`src/rtl/ipv4v_pkg.sv`:
```
// Shared types and constants for the IPv4 receive header validator.
package ipv4v_pkg;

	localparam int COUNT_WIDTH = 32;

	localparam logic [15:0] MIN_HEADER_BYTES = 16'd20;
	localparam logic [3:0]  IP_VERSION       = 4'd4;
	localparam logic [3:0]  IHL_MIN          = 4'd5;
	localparam logic [15:0] FRAG_BITS        = 16'h3fff;
	localparam logic [7:0]  PROTO_ICMP       = 8'd1;
	localparam logic [7:0]  PROTO_UDP        = 8'd17;
	localparam logic [15:0] BYTE_INDEX_MAX   = 16'hffff;
	localparam logic [15:0] CHECKSUM_GOOD    = 16'hffff;

	typedef enum logic [2:0] {
		VERDICT_OK        = 3'd0,
		VERDICT_SHORT     = 3'd1,
		VERDICT_VERSION   = 3'd2,
		VERDICT_LENGTH    = 3'd3,
		VERDICT_FRAGMENT  = 3'd4,
		VERDICT_CHECKSUM  = 3'd5,
		VERDICT_NOT_LOCAL = 3'd6
	} verdict_t;

	typedef enum logic [1:0] {
		PCLASS_ICMP  = 2'd0,
		PCLASS_UDP   = 2'd1,
		PCLASS_OTHER = 2'd2
	} pclass_t;

	typedef struct packed {
		logic [15:0] byte_index;
		logic [7:0]  version_ihl;
		logic [15:0] total_length;
		logic [15:0] fragment_field;
		logic [7:0]  protocol_number;
		logic [31:0] source_word;
		logic [31:0] destination_word;
		logic [15:0] checksum_sum;
	} hdr_t;

	typedef struct packed {
		verdict_t    verdict;
		pclass_t     protocol_class;
		logic [5:0]  header_length;
		logic [15:0] payload_length;
	} decision_t;

endpackage

```
`src/rtl/ipv4v_if.sv`:
```
// Stream interfaces for received bytes and per-packet results.
interface ipv4v_in_if;
	logic       valid;
	logic       ready;
	logic [7:0] data_byte;
	logic       frame_end;

	modport source (output valid, data_byte, frame_end, input ready);
	modport sink (input valid, data_byte, frame_end, output ready);
endinterface

interface ipv4v_res_if;
	logic        valid;
	logic        ready;
	logic [2:0]  verdict;
	logic [1:0]  protocol_class;
	logic [31:0] source_address;
	logic [5:0]  header_length;
	logic [15:0] payload_length;
	logic [31:0] accepted_count;
	logic [31:0] dropped_count;

	modport source (output valid, verdict, protocol_class, source_address, header_length,
		payload_length, accepted_count, dropped_count, input ready);
	modport sink (input valid, verdict, protocol_class, source_address, header_length,
		payload_length, accepted_count, dropped_count, output ready);
endinterface

```
`src/rtl/ipv4_rx_header_validator_top.sv`:
```
// IPv4 receive header validator: input register, header capture, verdict and result register.
// A frame's last byte passes through the input register; its result is then loaded into the result register.
// Throughput: one byte per cycle; the input stalls only while a finished result is held and not yet
// taken, and the next byte in the input register also ends a frame.
// Reset: arst_n clears the packet state, counters, local_address and both valid flags.
module ipv4_rx_header_validator_top
	import ipv4v_pkg::*;
(
	input  logic         clk,
	input  logic         arst_n,
	ipv4v_in_if.sink     rx,
	ipv4v_res_if.source  res,
	input  logic         cfg_wr_en,
	input  logic [31:0]  cfg_wr_data
);

	logic                   valid_s1;
	logic [7:0]             byte_s1;
	logic                   end_s1;
	logic                   advance;
	logic                   step;
	logic                   load;
	logic [31:0]            local_address_q;
	logic [COUNT_WIDTH-1:0] ok_count_q;
	logic [COUNT_WIDTH-1:0] drop_count_q;
	logic [COUNT_WIDTH-1:0] ok_count_d;
	logic [COUNT_WIDTH-1:0] drop_count_d;
	hdr_t                   hdr;
	decision_t              dec;

	logic        valid_s2;
	verdict_t    verdict_s2;
	pclass_t     pclass_s2;
	logic [31:0] source_s2;
	logic [5:0]  hlen_s2;
	logic [15:0] plen_s2;
	logic [31:0] ok_s2;
	logic [31:0] drop_s2;

	assign advance  = !end_s1 || !valid_s2 || res.ready;
	assign step     = valid_s1 && advance;
	assign load     = step && end_s1;
	assign rx.ready = !valid_s1 || advance;

	always_ff @(posedge clk or negedge arst_n) begin
		if (!arst_n) begin
			local_address_q <= '0;
		end else if (cfg_wr_en) begin
			local_address_q <= cfg_wr_data;
		end
	end

	always_ff @(posedge clk or negedge arst_n) begin
		if (!arst_n) begin
			valid_s1 <= 1'b0;
		end else if (rx.ready) begin
			valid_s1 <= rx.valid;
		end
	end

	always_ff @(posedge clk) begin
		if (rx.ready && rx.valid) begin
			byte_s1 <= rx.data_byte;
			end_s1  <= rx.frame_end;
		end
	end

	ipv4v_hdr_capture u_capture (
		.clk       (clk),
		.arst_n    (arst_n),
		.step      (step),
		.data_byte (byte_s1),
		.frame_end (end_s1),
		.hdr       (hdr)
	);

	ipv4v_verdict u_verdict (
		.hdr           (hdr),
		.local_address (local_address_q),
		.dec           (dec)
	);

	always_comb begin
		ok_count_d   = ok_count_q;
		drop_count_d = drop_count_q;
		if (dec.verdict == VERDICT_OK) begin
			ok_count_d = ok_count_q + COUNT_WIDTH'(1);
		end else begin
			drop_count_d = drop_count_q + COUNT_WIDTH'(1);
		end
	end

	always_ff @(posedge clk or negedge arst_n) begin
		if (!arst_n) begin
			ok_count_q   <= '0;
			drop_count_q <= '0;
			valid_s2     <= 1'b0;
		end else begin
			if (load) begin
				ok_count_q   <= ok_count_d;
				drop_count_q <= drop_count_d;
				valid_s2     <= 1'b1;
			end else if (res.ready) begin
				valid_s2 <= 1'b0;
			end
		end
	end

	always_ff @(posedge clk) begin
		if (load) begin
			verdict_s2 <= dec.verdict;
			pclass_s2  <= dec.protocol_class;
			source_s2  <= hdr.source_word;
			hlen_s2    <= dec.header_length;
			plen_s2    <= dec.payload_length;
			ok_s2      <= 32'(ok_count_d);
			drop_s2    <= 32'(drop_count_d);
		end
	end

	assign res.valid          = valid_s2;
	assign res.verdict        = verdict_s2;
	assign res.protocol_class = pclass_s2;
	assign res.source_address = source_s2;
	assign res.header_length  = hlen_s2;
	assign res.payload_length = plen_s2;
	assign res.accepted_count = ok_s2;
	assign res.dropped_count  = drop_s2;

endmodule

```
`src/rtl/ipv4v_hdr_capture.sv`:
```
// Per-packet header field capture, byte count and running header checksum.
module ipv4v_hdr_capture
	import ipv4v_pkg::*;
(
	input  logic       clk,
	input  logic       arst_n,
	input  logic       step,
	input  logic [7:0] data_byte,
	input  logic       frame_end,
	output hdr_t       hdr
);

	hdr_t       hdr_q;
	logic [7:0] high_byte_q;
	logic [7:0] high_byte_d;
	logic [5:0] hlen;
	logic [16:0] sum_wide;
	logic [15:0] p;

	always_comb begin
		p           = hdr_q.byte_index;
		hdr         = hdr_q;
		high_byte_d = high_byte_q;
		sum_wide    = '0;
		if (p == 16'd0) begin
			hdr.version_ihl = data_byte;
		end else if (p == 16'd2 || p == 16'd3) begin
			hdr.total_length = {hdr_q.total_length[7:0], data_byte};
		end else if (p == 16'd6 || p == 16'd7) begin
			hdr.fragment_field = {hdr_q.fragment_field[7:0], data_byte};
		end else if (p == 16'd9) begin
			hdr.protocol_number = data_byte;
		end else if (p >= 16'd12 && p <= 16'd15) begin
			hdr.source_word = {hdr_q.source_word[23:0], data_byte};
		end else if (p >= 16'd16 && p <= 16'd19) begin
			hdr.destination_word = {hdr_q.destination_word[23:0], data_byte};
		end
		hlen = {hdr.version_ihl[3:0], 2'b00};
		if (p < {10'd0, hlen}) begin
			if (!p[0]) begin
				high_byte_d = data_byte;
			end else begin
				sum_wide = {1'b0, hdr_q.checksum_sum} + {1'b0, high_byte_q, data_byte};
				if (sum_wide[16]) begin
					hdr.checksum_sum = sum_wide[15:0] + 16'd1;
				end else begin
					hdr.checksum_sum = sum_wide[15:0];
				end
			end
		end
		hdr.byte_index = (p < BYTE_INDEX_MAX) ? p + 16'd1 : BYTE_INDEX_MAX;
	end

	always_ff @(posedge clk or negedge arst_n) begin
		if (!arst_n) begin
			hdr_q       <= '0;
			high_byte_q <= '0;
		end else if (step) begin
			if (frame_end) begin
				hdr_q       <= '0;
				high_byte_q <= '0;
			end else begin
				hdr_q       <= hdr;
				high_byte_q <= high_byte_d;
			end
		end
	end

endmodule

```
`src/rtl/ipv4v_verdict.sv`:
```
// Packet verdict, protocol class and length decode from the captured header.
module ipv4v_verdict
	import ipv4v_pkg::*;
(
	input  hdr_t        hdr,
	input  logic [31:0] local_address,
	output decision_t   dec
);

	logic [15:0] hlen;
	logic [15:0] len;

	always_comb begin
		len  = hdr.byte_index;
		hlen = {10'd0, hdr.version_ihl[3:0], 2'b00};
		dec.header_length = hlen[5:0];

		priority if (len < MIN_HEADER_BYTES) begin
			dec.verdict = VERDICT_SHORT;
		end else if (hdr.version_ihl[7:4] != IP_VERSION || hdr.version_ihl[3:0] < IHL_MIN) begin
			dec.verdict = VERDICT_VERSION;
		end else if (hlen > len || hdr.total_length < hlen || hdr.total_length > len) begin
			dec.verdict = VERDICT_LENGTH;
		end else if ((hdr.fragment_field & FRAG_BITS) != 16'd0) begin
			dec.verdict = VERDICT_FRAGMENT;
		end else if (hdr.checksum_sum != CHECKSUM_GOOD) begin
			dec.verdict = VERDICT_CHECKSUM;
		end else if (hdr.destination_word != local_address) begin
			dec.verdict = VERDICT_NOT_LOCAL;
		end else begin
			dec.verdict = VERDICT_OK;
		end

		dec.payload_length = (dec.verdict == VERDICT_OK) ? hdr.total_length - hlen : 16'd0;

		priority if (hdr.protocol_number == PROTO_ICMP) begin
			dec.protocol_class = PCLASS_ICMP;
		end else if (hdr.protocol_number == PROTO_UDP) begin
			dec.protocol_class = PCLASS_UDP;
		end else begin
			dec.protocol_class = PCLASS_OTHER;
		end
	end

endmodule

```
`src/flat_wrapper.sv`:
```
// flat-port wrapper written by rule: the top's interface ports become plain ports
module ipv4_rx_header_validator_top_flat import ipv4v_pkg::*;
  (clk, arst_n, cfg_wr_en, cfg_wr_data, rx_valid, rx_data_byte, rx_frame_end, rx_ready, res_valid, res_verdict, res_protocol_class, res_source_address, res_header_length, res_payload_length, res_accepted_count, res_dropped_count, res_ready);
  ipv4v_in_if rx_i ();
  ipv4v_res_if res_i ();
  input  logic clk;
  input  logic arst_n;
  input  logic cfg_wr_en;
  input  logic [31:0] cfg_wr_data;
  input wire logic [$bits(rx_i.valid)-1:0] rx_valid;
  input wire logic [$bits(rx_i.data_byte)-1:0] rx_data_byte;
  input wire logic [$bits(rx_i.frame_end)-1:0] rx_frame_end;
  output wire logic [$bits(rx_i.ready)-1:0] rx_ready;
  output wire logic [$bits(res_i.valid)-1:0] res_valid;
  output wire logic [$bits(res_i.verdict)-1:0] res_verdict;
  output wire logic [$bits(res_i.protocol_class)-1:0] res_protocol_class;
  output wire logic [$bits(res_i.source_address)-1:0] res_source_address;
  output wire logic [$bits(res_i.header_length)-1:0] res_header_length;
  output wire logic [$bits(res_i.payload_length)-1:0] res_payload_length;
  output wire logic [$bits(res_i.accepted_count)-1:0] res_accepted_count;
  output wire logic [$bits(res_i.dropped_count)-1:0] res_dropped_count;
  input wire logic [$bits(res_i.ready)-1:0] res_ready;
  assign rx_i.valid = rx_valid;
  assign rx_i.data_byte = rx_data_byte;
  assign rx_i.frame_end = rx_frame_end;
  assign rx_ready = rx_i.ready;
  assign res_valid = res_i.valid;
  assign res_verdict = res_i.verdict;
  assign res_protocol_class = res_i.protocol_class;
  assign res_source_address = res_i.source_address;
  assign res_header_length = res_i.header_length;
  assign res_payload_length = res_i.payload_length;
  assign res_accepted_count = res_i.accepted_count;
  assign res_dropped_count = res_i.dropped_count;
  assign res_i.ready = res_ready;
  ipv4_rx_header_validator_top u_core (.clk(clk), .arst_n(arst_n), .rx(rx_i), .res(res_i), .cfg_wr_en(cfg_wr_en), .cfg_wr_data(cfg_wr_data));
endmodule
```
`config.mk`:
```
export PLATFORM = sky130hd
export DESIGN_NAME = ipv4_rx_header_validator_top_flat
export DESIGN_NICKNAME = d
export VERILOG_FILES = /design/src/rtl/ipv4v_pkg.sv /design/src/rtl/ipv4v_if.sv /design/src/rtl/ipv4_rx_header_validator_top.sv /design/src/rtl/ipv4v_hdr_capture.sv /design/src/rtl/ipv4v_verdict.sv /design/src/flat_wrapper.sv
export SDC_FILE = /design/constraint.sdc
export NUM_CORES = 1
export LEC_CHECK = 0
export ABC_AREA = 1
export BUFFER_PORTS_ARGS = -buffer_cell sky130_fd_sc_hd__clkbuf_2
export CORE_ASPECT_RATIO = 0.9
export CORE_MARGIN = 2
export CORE_UTILIZATION = 45
export CTS_BUF_LIST = sky130_fd_sc_hd__clkbuf_16
export DETAILED_ROUTE_END_ITERATION = 7
export PLACE_DENSITY_LB_ADDON = 0.05
export SYNTH_ARGS = -nofsm -noshare
export SYNTH_HDL_FRONTEND = slang
export SYNTH_SLANG_ARGS = --single-unit
```
`constraint.sdc`:
```
create_clock -name clk -period 4.9 [get_ports clk]
set_clock_uncertainty 0.1 [all_clocks]
set_input_delay 1.47 -clock clk [delete_from_list [all_inputs] [get_ports clk]]
set_output_delay 1.47 -clock clk [all_outputs]
set_load 0.01 [all_outputs]
```
---- Word level (Yosys, flattened, before mapping) ----
Index checks and enable logic that the tools add are counted.
Widths: inputs -> output; s select.
storage, ports and cells
  word-level logic and storage cells ...... 103
  input bits .............................. 46
  output and inout bits ................... 125
  register bits after elaboration ......... 378
operators by class
  add/sub/neg operators ................... 6
  magnitude comparators ................... 11
  eq/ne operators ......................... 11
  reduce and logical (&&, ||, !) cells .... 22
  multiplexer cells ....................... 30
operators with widths
  cell                   count
  $mux 32                5
  $mux 144               1
  $mux 104               1
  $mux 16                6
  $mux 88                1
  $mux 72                1
  $add 32x1->32 const B  2
  $mux 64                1
  $mux 8                 5
  $add 16x1->16 const B  2
  $eq 16x2->1 const B    2
  $eq 16x3->1 const B    2
  $lt 16x6->1            2
  $ne 32x32->1           1
  $mux 3                 6
  $add 16x16->17         1
  $eq 16x4->1 const B    1
  $ge 16x4->1 const B    1
  $ge 16x5->1 const B    1
  $gt 16x16->1           1
  $gt 6x16->1            1
  $le 16x4->1 const B    1
  $le 16x5->1 const B    1
  $logic_not 16->1       1
  18 further kinds       33

---- Logic depth before layout (Yosys ltp) ----
  depth after elaboration ................. 17
  gate-level depth with buffers ........... 32
  mapped depth without buffers ............ 31

---- Cells and area by module ----
From an unflattened synthesis, not the netlist that was laid out.
unflattened totals
  cells, all modules ...................... 2517
  area total of the unflattened synthesis .. 20923.8 um2
by module, submodules not included
  module                        cells each  times used  seq. area each (um2)  area an instance (um2)
  ipv4_rx_header_validator_top  887         1           6416.2                9756.9
  ipv4v_hdr_capture             1294        1           3803.6                9323.9
  ipv4v_verdict                 336         1           0.0                   1843.0

---- Worst setup path after synthesis ----
No wires, ideal clock.
  path type ............................... input to register
  start ................................... input port res_ready
  end ..................................... register u_core.ok_s2[0] (netlist: u_core.res.accepted_count[0]) (enable)
  arrival time ............................ 5.401 ns
  path buffers ............................ 1
  library setup time ...................... 0.534 ns
  cell stages on the path ................. 7
  setup slack ............................. -1.135 ns
  required time ........................... 4.266 ns
  path through ............................ nor2_1 -> nand2_1 -> nand2_1 -> inv_1 -> nand2_1 -> inv_1 -> clkbuf_1
between the ends
  cells in the longest elaborated chain, start to end .. 3
RTL lines
  element               line                                 text
  start, declared       flat_wrapper.sv:22                   input wire logic [$bits(res_i.ready)-1:0] res_ready;
  $logic_or 1x1->1      ipv4_rx_header_validator_top.sv:40   assign advance = !end_s1 || !valid_s2 || res.ready;
  $logic_and 1x1->1     ipv4_rx_header_validator_top.sv:41   assign step = valid_s1 && advance;
  $logic_and 1x1->1     ipv4_rx_header_validator_top.sv:42   assign load = step && end_s1;
  net u_core.load       ipv4_rx_header_validator_top.sv:22   logic load;
  end signal, assigned  ipv4_rx_header_validator_top.sv:116  ok_s2 <= 32'(ok_count_d);
  end, declared         ipv4_rx_header_validator_top.sv:37   logic [31:0] ok_s2;
The timed path passes the listed nets, and every way through them passes these cells.
A chain may end at the register's enable or synchronous reset.

---- Worst setup path in the final report ----
  start ................................... register u_core.u_capture.hdr_q (netlist bit u_core.u_capture.p[0])
  end ..................................... register u_core.drop_s2[0] (netlist: u_core.res.dropped_count[0]) (data pin)
between the ends
  cells in the longest elaborated chain, start to end .. 17
  elaborated cells between the ends (all ways) .. 49
  classes of those cells .................. add/sub: 1; order compare: 11; eq/ne: 8; mux: 19; reduce/logical: 10
RTL lines
  element                                            line                                 text
  start, declared                                    ipv4v_hdr_capture.sv:13              hdr_t hdr_q;
  start signal, assigned                             ipv4v_hdr_capture.sv:63              hdr_q <= hdr;
  $ge 16x5->1 / $le 16x5->1 (equally long branches)  ipv4v_hdr_capture.sv:35              end else if (p >= 16'd16 && p <= 16'd19) begin
  $logic_and 1x1->1                                  ipv4v_hdr_capture.sv:35
  $mux 32                                            ipv4v_hdr_capture.sv:35
  $mux 32                                            ipv4v_hdr_capture.sv:33              end else if (p >= 16'd12 && p <= 16'd15) begin
  $mux 64                                            ipv4v_hdr_capture.sv:31              end else if (p == 16'd9) begin
  $mux 72                                            ipv4v_hdr_capture.sv:29              end else if (p == 16'd6 || p == 16'd7) begin
  $mux 88                                            ipv4v_hdr_capture.sv:27              end else if (p == 16'd2 || p == 16'd3) begin
  $mux 104                                           ipv4v_hdr_capture.sv:25              if (p == 16'd0) begin
  [... 2 more ...]                                   --
  $mux 3                                             ipv4v_verdict.sv:26                  end else if (hdr.checksum_sum != CHECKSUM_GOOD) begin
  $mux 3                                             ipv4v_verdict.sv:24                  end else if ((hdr.fragment_field & FRAG_BITS) != 16'd0) begin
  $mux 3                                             ipv4v_verdict.sv:22                  end else if (hlen > len || hdr.total_length < hlen || hdr.total_length > len) begin
  $mux 3                                             ipv4v_verdict.sv:20                  end else if (hdr.version_ihl[7:4] != IP_VERSION || hdr.version_ihl[3:0] < IHL_MIN) begin
  $mux 3 *                                           ipv4v_verdict.sv:18                  priority if (len < MIN_HEADER_BYTES) begin
  $logic_not 3->1 *                                  ipv4_rx_header_validator_top.sv:86   if (dec.verdict == VERDICT_OK) begin
  $mux 32 *                                          ipv4_rx_header_validator_top.sv:86
  net u_core.drop_count_d[0]                         ipv4_rx_header_validator_top.sv:27   logic [COUNT_WIDTH-1:0] drop_count_d;
  end signal, assigned                               ipv4_rx_header_validator_top.sv:117  drop_s2 <= 32'(drop_count_d);
  end, declared                                      ipv4_rx_header_validator_top.sv:38   logic [31:0] drop_s2;
The timed path passes the listed nets; every way through them passes the cells marked *. The select of a mux whose other input is x is not followed.

==> flow_metrics.py <==
metrics = {
    "yosys": {
        "synthAdderAreaFrac_pct": 3.21,
        "synth-seq-cells": 378,
        "synth_flop_cell": "dfrtp_1",
        "async_flop_share_pct": 65.6,
        "synthCells": 2537,
        "synth_mux_area_share_pct": 1.14,
        "ys_warn_count": 0,
        "yosysSeqAreaShare_pct": 48.8,
        "syn-cell-area_sq_mm": 0.0207,
        "synth_xor_xnor_area_share_pct": 4.73,
        "synth_top_area_share_pct": 29.9,
        "avgSynthCellArea_sq_um": 8.17,
        "synthSimpleGateAreaFrac_pct": 25.1,
        "synth_top_area_cell": "dfrtp_1",
        "synth_compound_area_share_pct": 8.92,
        "synth_edf_count": 130,
        "synthTopCellsByArea": "dfrtp_1 30%, edfxtp_1 19%, nand2_1 14%",
        "synth_cell_types": 54,
        "synth_top_family_by_area": "simple AND/OR/NAND/NOR gates",
    },
    "floorplanning": {
        "design.die.area_sq_mm": 0.0478,
        "die_w_um": 230,
        "start_util_pct": 45.6,
        "die_h_um": 208,
        "rows": 74,
        "coreArea_sq_mm": 0.0455,
        "ios": 171,
    },
    "timing": {
        "slew_headroom_pct": 27.5,
        "fmax_ghz": 0.223,
        "drv_slew": 0,
        "hold-worst-slack_ns": 0.387,
        "timing.final.crit_share_pct": 91.5,
        "grt_setup_unrepaired": "no",
        "finalSetupViolCount": 0,
        "hold_viol": 0,
        "post-route-min-period_ns": 4.48,
        "worstMarginPinSlew_ns": 1.09,
        "tns_ns": 0,
    },
    "place": {
        "place_congestion": 0.895,
        "io_buffer_count": 168,
        "placed_area_sq_mm": 0.0223,
        "hpwl_um": 38500,
    },
    "clock_network": {
        "clkSlewWorstSetupHoldPaths_ns": 0.06,
        "insertion_delay_ns": 0.57,
        "cts_sinks": 378,
        "clockBufferDepth": 3,
        "numCtsBuffers": 43,
        "cts_hold_buf": 0,
        "cts_tree": "built",
        "cts_root_buffer": "clkbuf_16",
        "ctsHtreeMaxLevel": 2,
    },
    "routing": {
        "drtAntennaViolNets": 0,
        "viasPerCell": 5.22,
        "drc": 0,
        "drt_iter0_markers": 1269,
        "wl_per_cell_um": 16.9,
        "firstDrtPassIters": 5,
        "vias": 17400,
        "routed_wl_um": 56300,
    },
    "grt": {
        "grt_use_met3_pct": 3.34,
        "grt_use_met1_pct": 34.5,
        "first_global_vias": 16800,
        "met2_usage_pct": 35.8,
        "grt_use_total_pct": 23.3,
        "top_usage_layer": "met2",
        "grt_overflow": 0,
        "antenna_found_initial": 1,
        "grt_pass1_wl_um": 89800,
        "grt_max_degree": 113,
    },
    "layout": {
        "nNetsFinal": 2788,
        "area_growth_pct": 14.7,
        "drive_gt1_share_pct": 12.5,
        "fillCellCount": 4390,
        "stdcell_area_sq_mm": 0.0238,
        "diodes": 0,
    },
    "worst_setup_path": {
        "crit_required_ns": 5.13,
        "startpoint_type": "flip-flop",
        "worst-path-max-fanout": 9,
        "cp-end-kind": "flip-flop",
        "crit_arrival_ns": 4.71,
        "criticalPathCategory": "flip-flop to flip-flop",
    },
    "pwr": {
        "leakage_nw": 11.8,
        "report.power.total_mw": 8.96,
        "power.density_mw_per_mm2": 377,
        "irDropWorstVdd_v": 0.000253,
    },
    "status": {
        "run_status": "completed",
    },
    "job": {
        "cap_viol_max_count": 0,
    },
    "min_path": {
        "hold_class": "flip-flop to flip-flop",
    },
}
metal layers:
metal	vias up	share of wire (%)	wire, um
li1	8661	-	-
met1	8265	49	27800
met2	399	44	24600
met3	76	4.9	2760
met4	0	2.0	1150
met5	-	0	0
power by group:
group          switching [mW]  internal [mW]  total (mW)
clock network            1.32           1.84        3.16
logic                    1.41          0.721        2.13
registers               0.166           3.51        3.68
total                    2.89           6.07        8.96
metrics by stage:
step	worst slack [ns]	util, %	cells
finish	0.416	52.3	3333
global route	0.000552	52.3	3333
CTS	0.179	52.0	3327
detailed placement	0.203	49.0	3247
global placement	0.250	49.0	3247
floorplan	0.507	-	2538
cells in the final DEF (no fill, tap or decap), types with 3 or more instances in the layout:
| master | count |
|---|---|
| nor2_1 | 154 |
| bufinv_16 | 4 |
| clkinv_1 | 10 |
| clkbuf_16 | 46 |
| nor4_1 | 11 |
| nand2_1 | 793 |
| nand3b_1 | 3 |
| nand3_2 | 7 |
| o21a_1 | 5 |
| inv_1 | 324 |
| xor2_1 | 93 |
| inv_6 | 5 |
| nor2_4 | 3 |
| dfrtp_1 | 248 |
| nand2_2 | 9 |
| ha_1 | 50 |
| o21ai_0 | 129 |
| o22ai_1 | 120 |
| clkbuf_2 | 167 |
| a21oi_1 | 23 |
| clkinv_2 | 5 |
| buf_4 | 31 |
| mux2_2 | 21 |
| xnor2_1 | 19 |
| o21ai_1 | 23 |
| nand4_1 | 91 |
| buf_12 | 9 |
| edfxtp_1 | 130 |
| nor2_2 | 8 |
| a22o_1 | 10 |
| nand3_1 | 90 |
| inv_2 | 5 |
| nor3_1 | 42 |
Yosys cell counts (all sizes together) (3+ instances only):
cell type,instances
nand2,802
inv,320
dfrtp,248
nor2,165
o21ai,153
edfxtp,130
o22ai,120
nand3,97
nand4,93
xor2,93
clkbuf,75
ha,50
nor3,44
buf,31
a21oi,25
mux2,21
xnor2,19
nor4,11
a22o,10
o21a,5
a211oi,3
and2,3
nand3b,3
nor3b,3
flip-flops by register name, indices dropped and copies added, names as in the netlist, 32 cells and up:
name and count:
u_core.u_capture.hdr_q 126, u_core.drop_count_q 32, u_core.local_address_q 32, u_core.ok_count_q 32, u_core.res.accepted_count 32, u_core.res.dropped_count 32, u_core.res.source_address 32
worst max-delay path, stage by stage, from the launching register on:
cell and delay (ns):
dfrtp_1 0.39, buf_4 0.19, nand3_1 0.13, nor2_1 0.21
nand4_1 0.23, nor3_2 0.24, nand2_1 0.12, xor2_1 0.15
nor2_1 0.28, ha_1 0.31, nand2_1 0.08, nor2_1 0.05
a211oi_1 0.19, nor2_1 0.06, a21oi_1 0.11, a32o_1 0.18
nand3_1 0.17, nor2_1 0.21, nand2_1 0.11, nand2_2 0.10
nand2_1 0.09, nor2_4 0.26, nand2_1 0.11, and2_1 0.17
layout make-up:
| cell class | instances | area (sq um) | area share (%) |
|---|---|---|---|
| sequential | 378 | 10100 | 42.5 |
| multi-input combinational | 1734 | 8980 | 37.8 |
| timing repair buffer | 212 | 1340 | 5.63 |
| inverter | 321 | 1220 | 5.12 |
| clock buffer | 44 | 1100 | 4.63 |
| tap | 608 | 761 | 3.20 |
| clock inverter | 36 | 273 | 1.15 |
kinds of logic (layout without fill, tap and decap cells):
family / count (synthesis) / count (layout)
simple gates: 1225 / 1226
buf+inv: 427 / 613
flops: 378 / 378
compound gates: 321 / 321
xor+xnor: 112 / 112
fa+ha+maj: 52 / 52
mux: 21 / 21
other cells: 1 / 2
what timing repair did:
action / CTS / global route
gates resized for setup: 0 / 13
setup buffers: 0 / 2
endpoints found under the setup margin: 0 / 145
final timing paths:
kind | end | slack [ns] | cells after the start | start
max in group asynchronous | u_core.ok_count_q[13] | 2.83 | 2 | arst_n
worst max-delay path | u_core.res.dropped_count[0] | 0.42 | 23 | u_core.u_capture.p[0]
worst max register to register | u_core.res.dropped_count[0] | 0.42 | 23 | u_core.u_capture.p[0]
worst min register to register | u_core.u_capture.hdr_q[97] | 0.39 | 2 | u_core.u_capture.hdr_q[97]
min in group asynchronous | u_core.u_capture.hdr_q[77] | 0.79 | 1 | arst_n
worst min-delay path | u_core.u_capture.hdr_q[97] | 0.39 | 2 | u_core.u_capture.hdr_q[97]
Note: power is estimated with default switching activity, not from simulation.
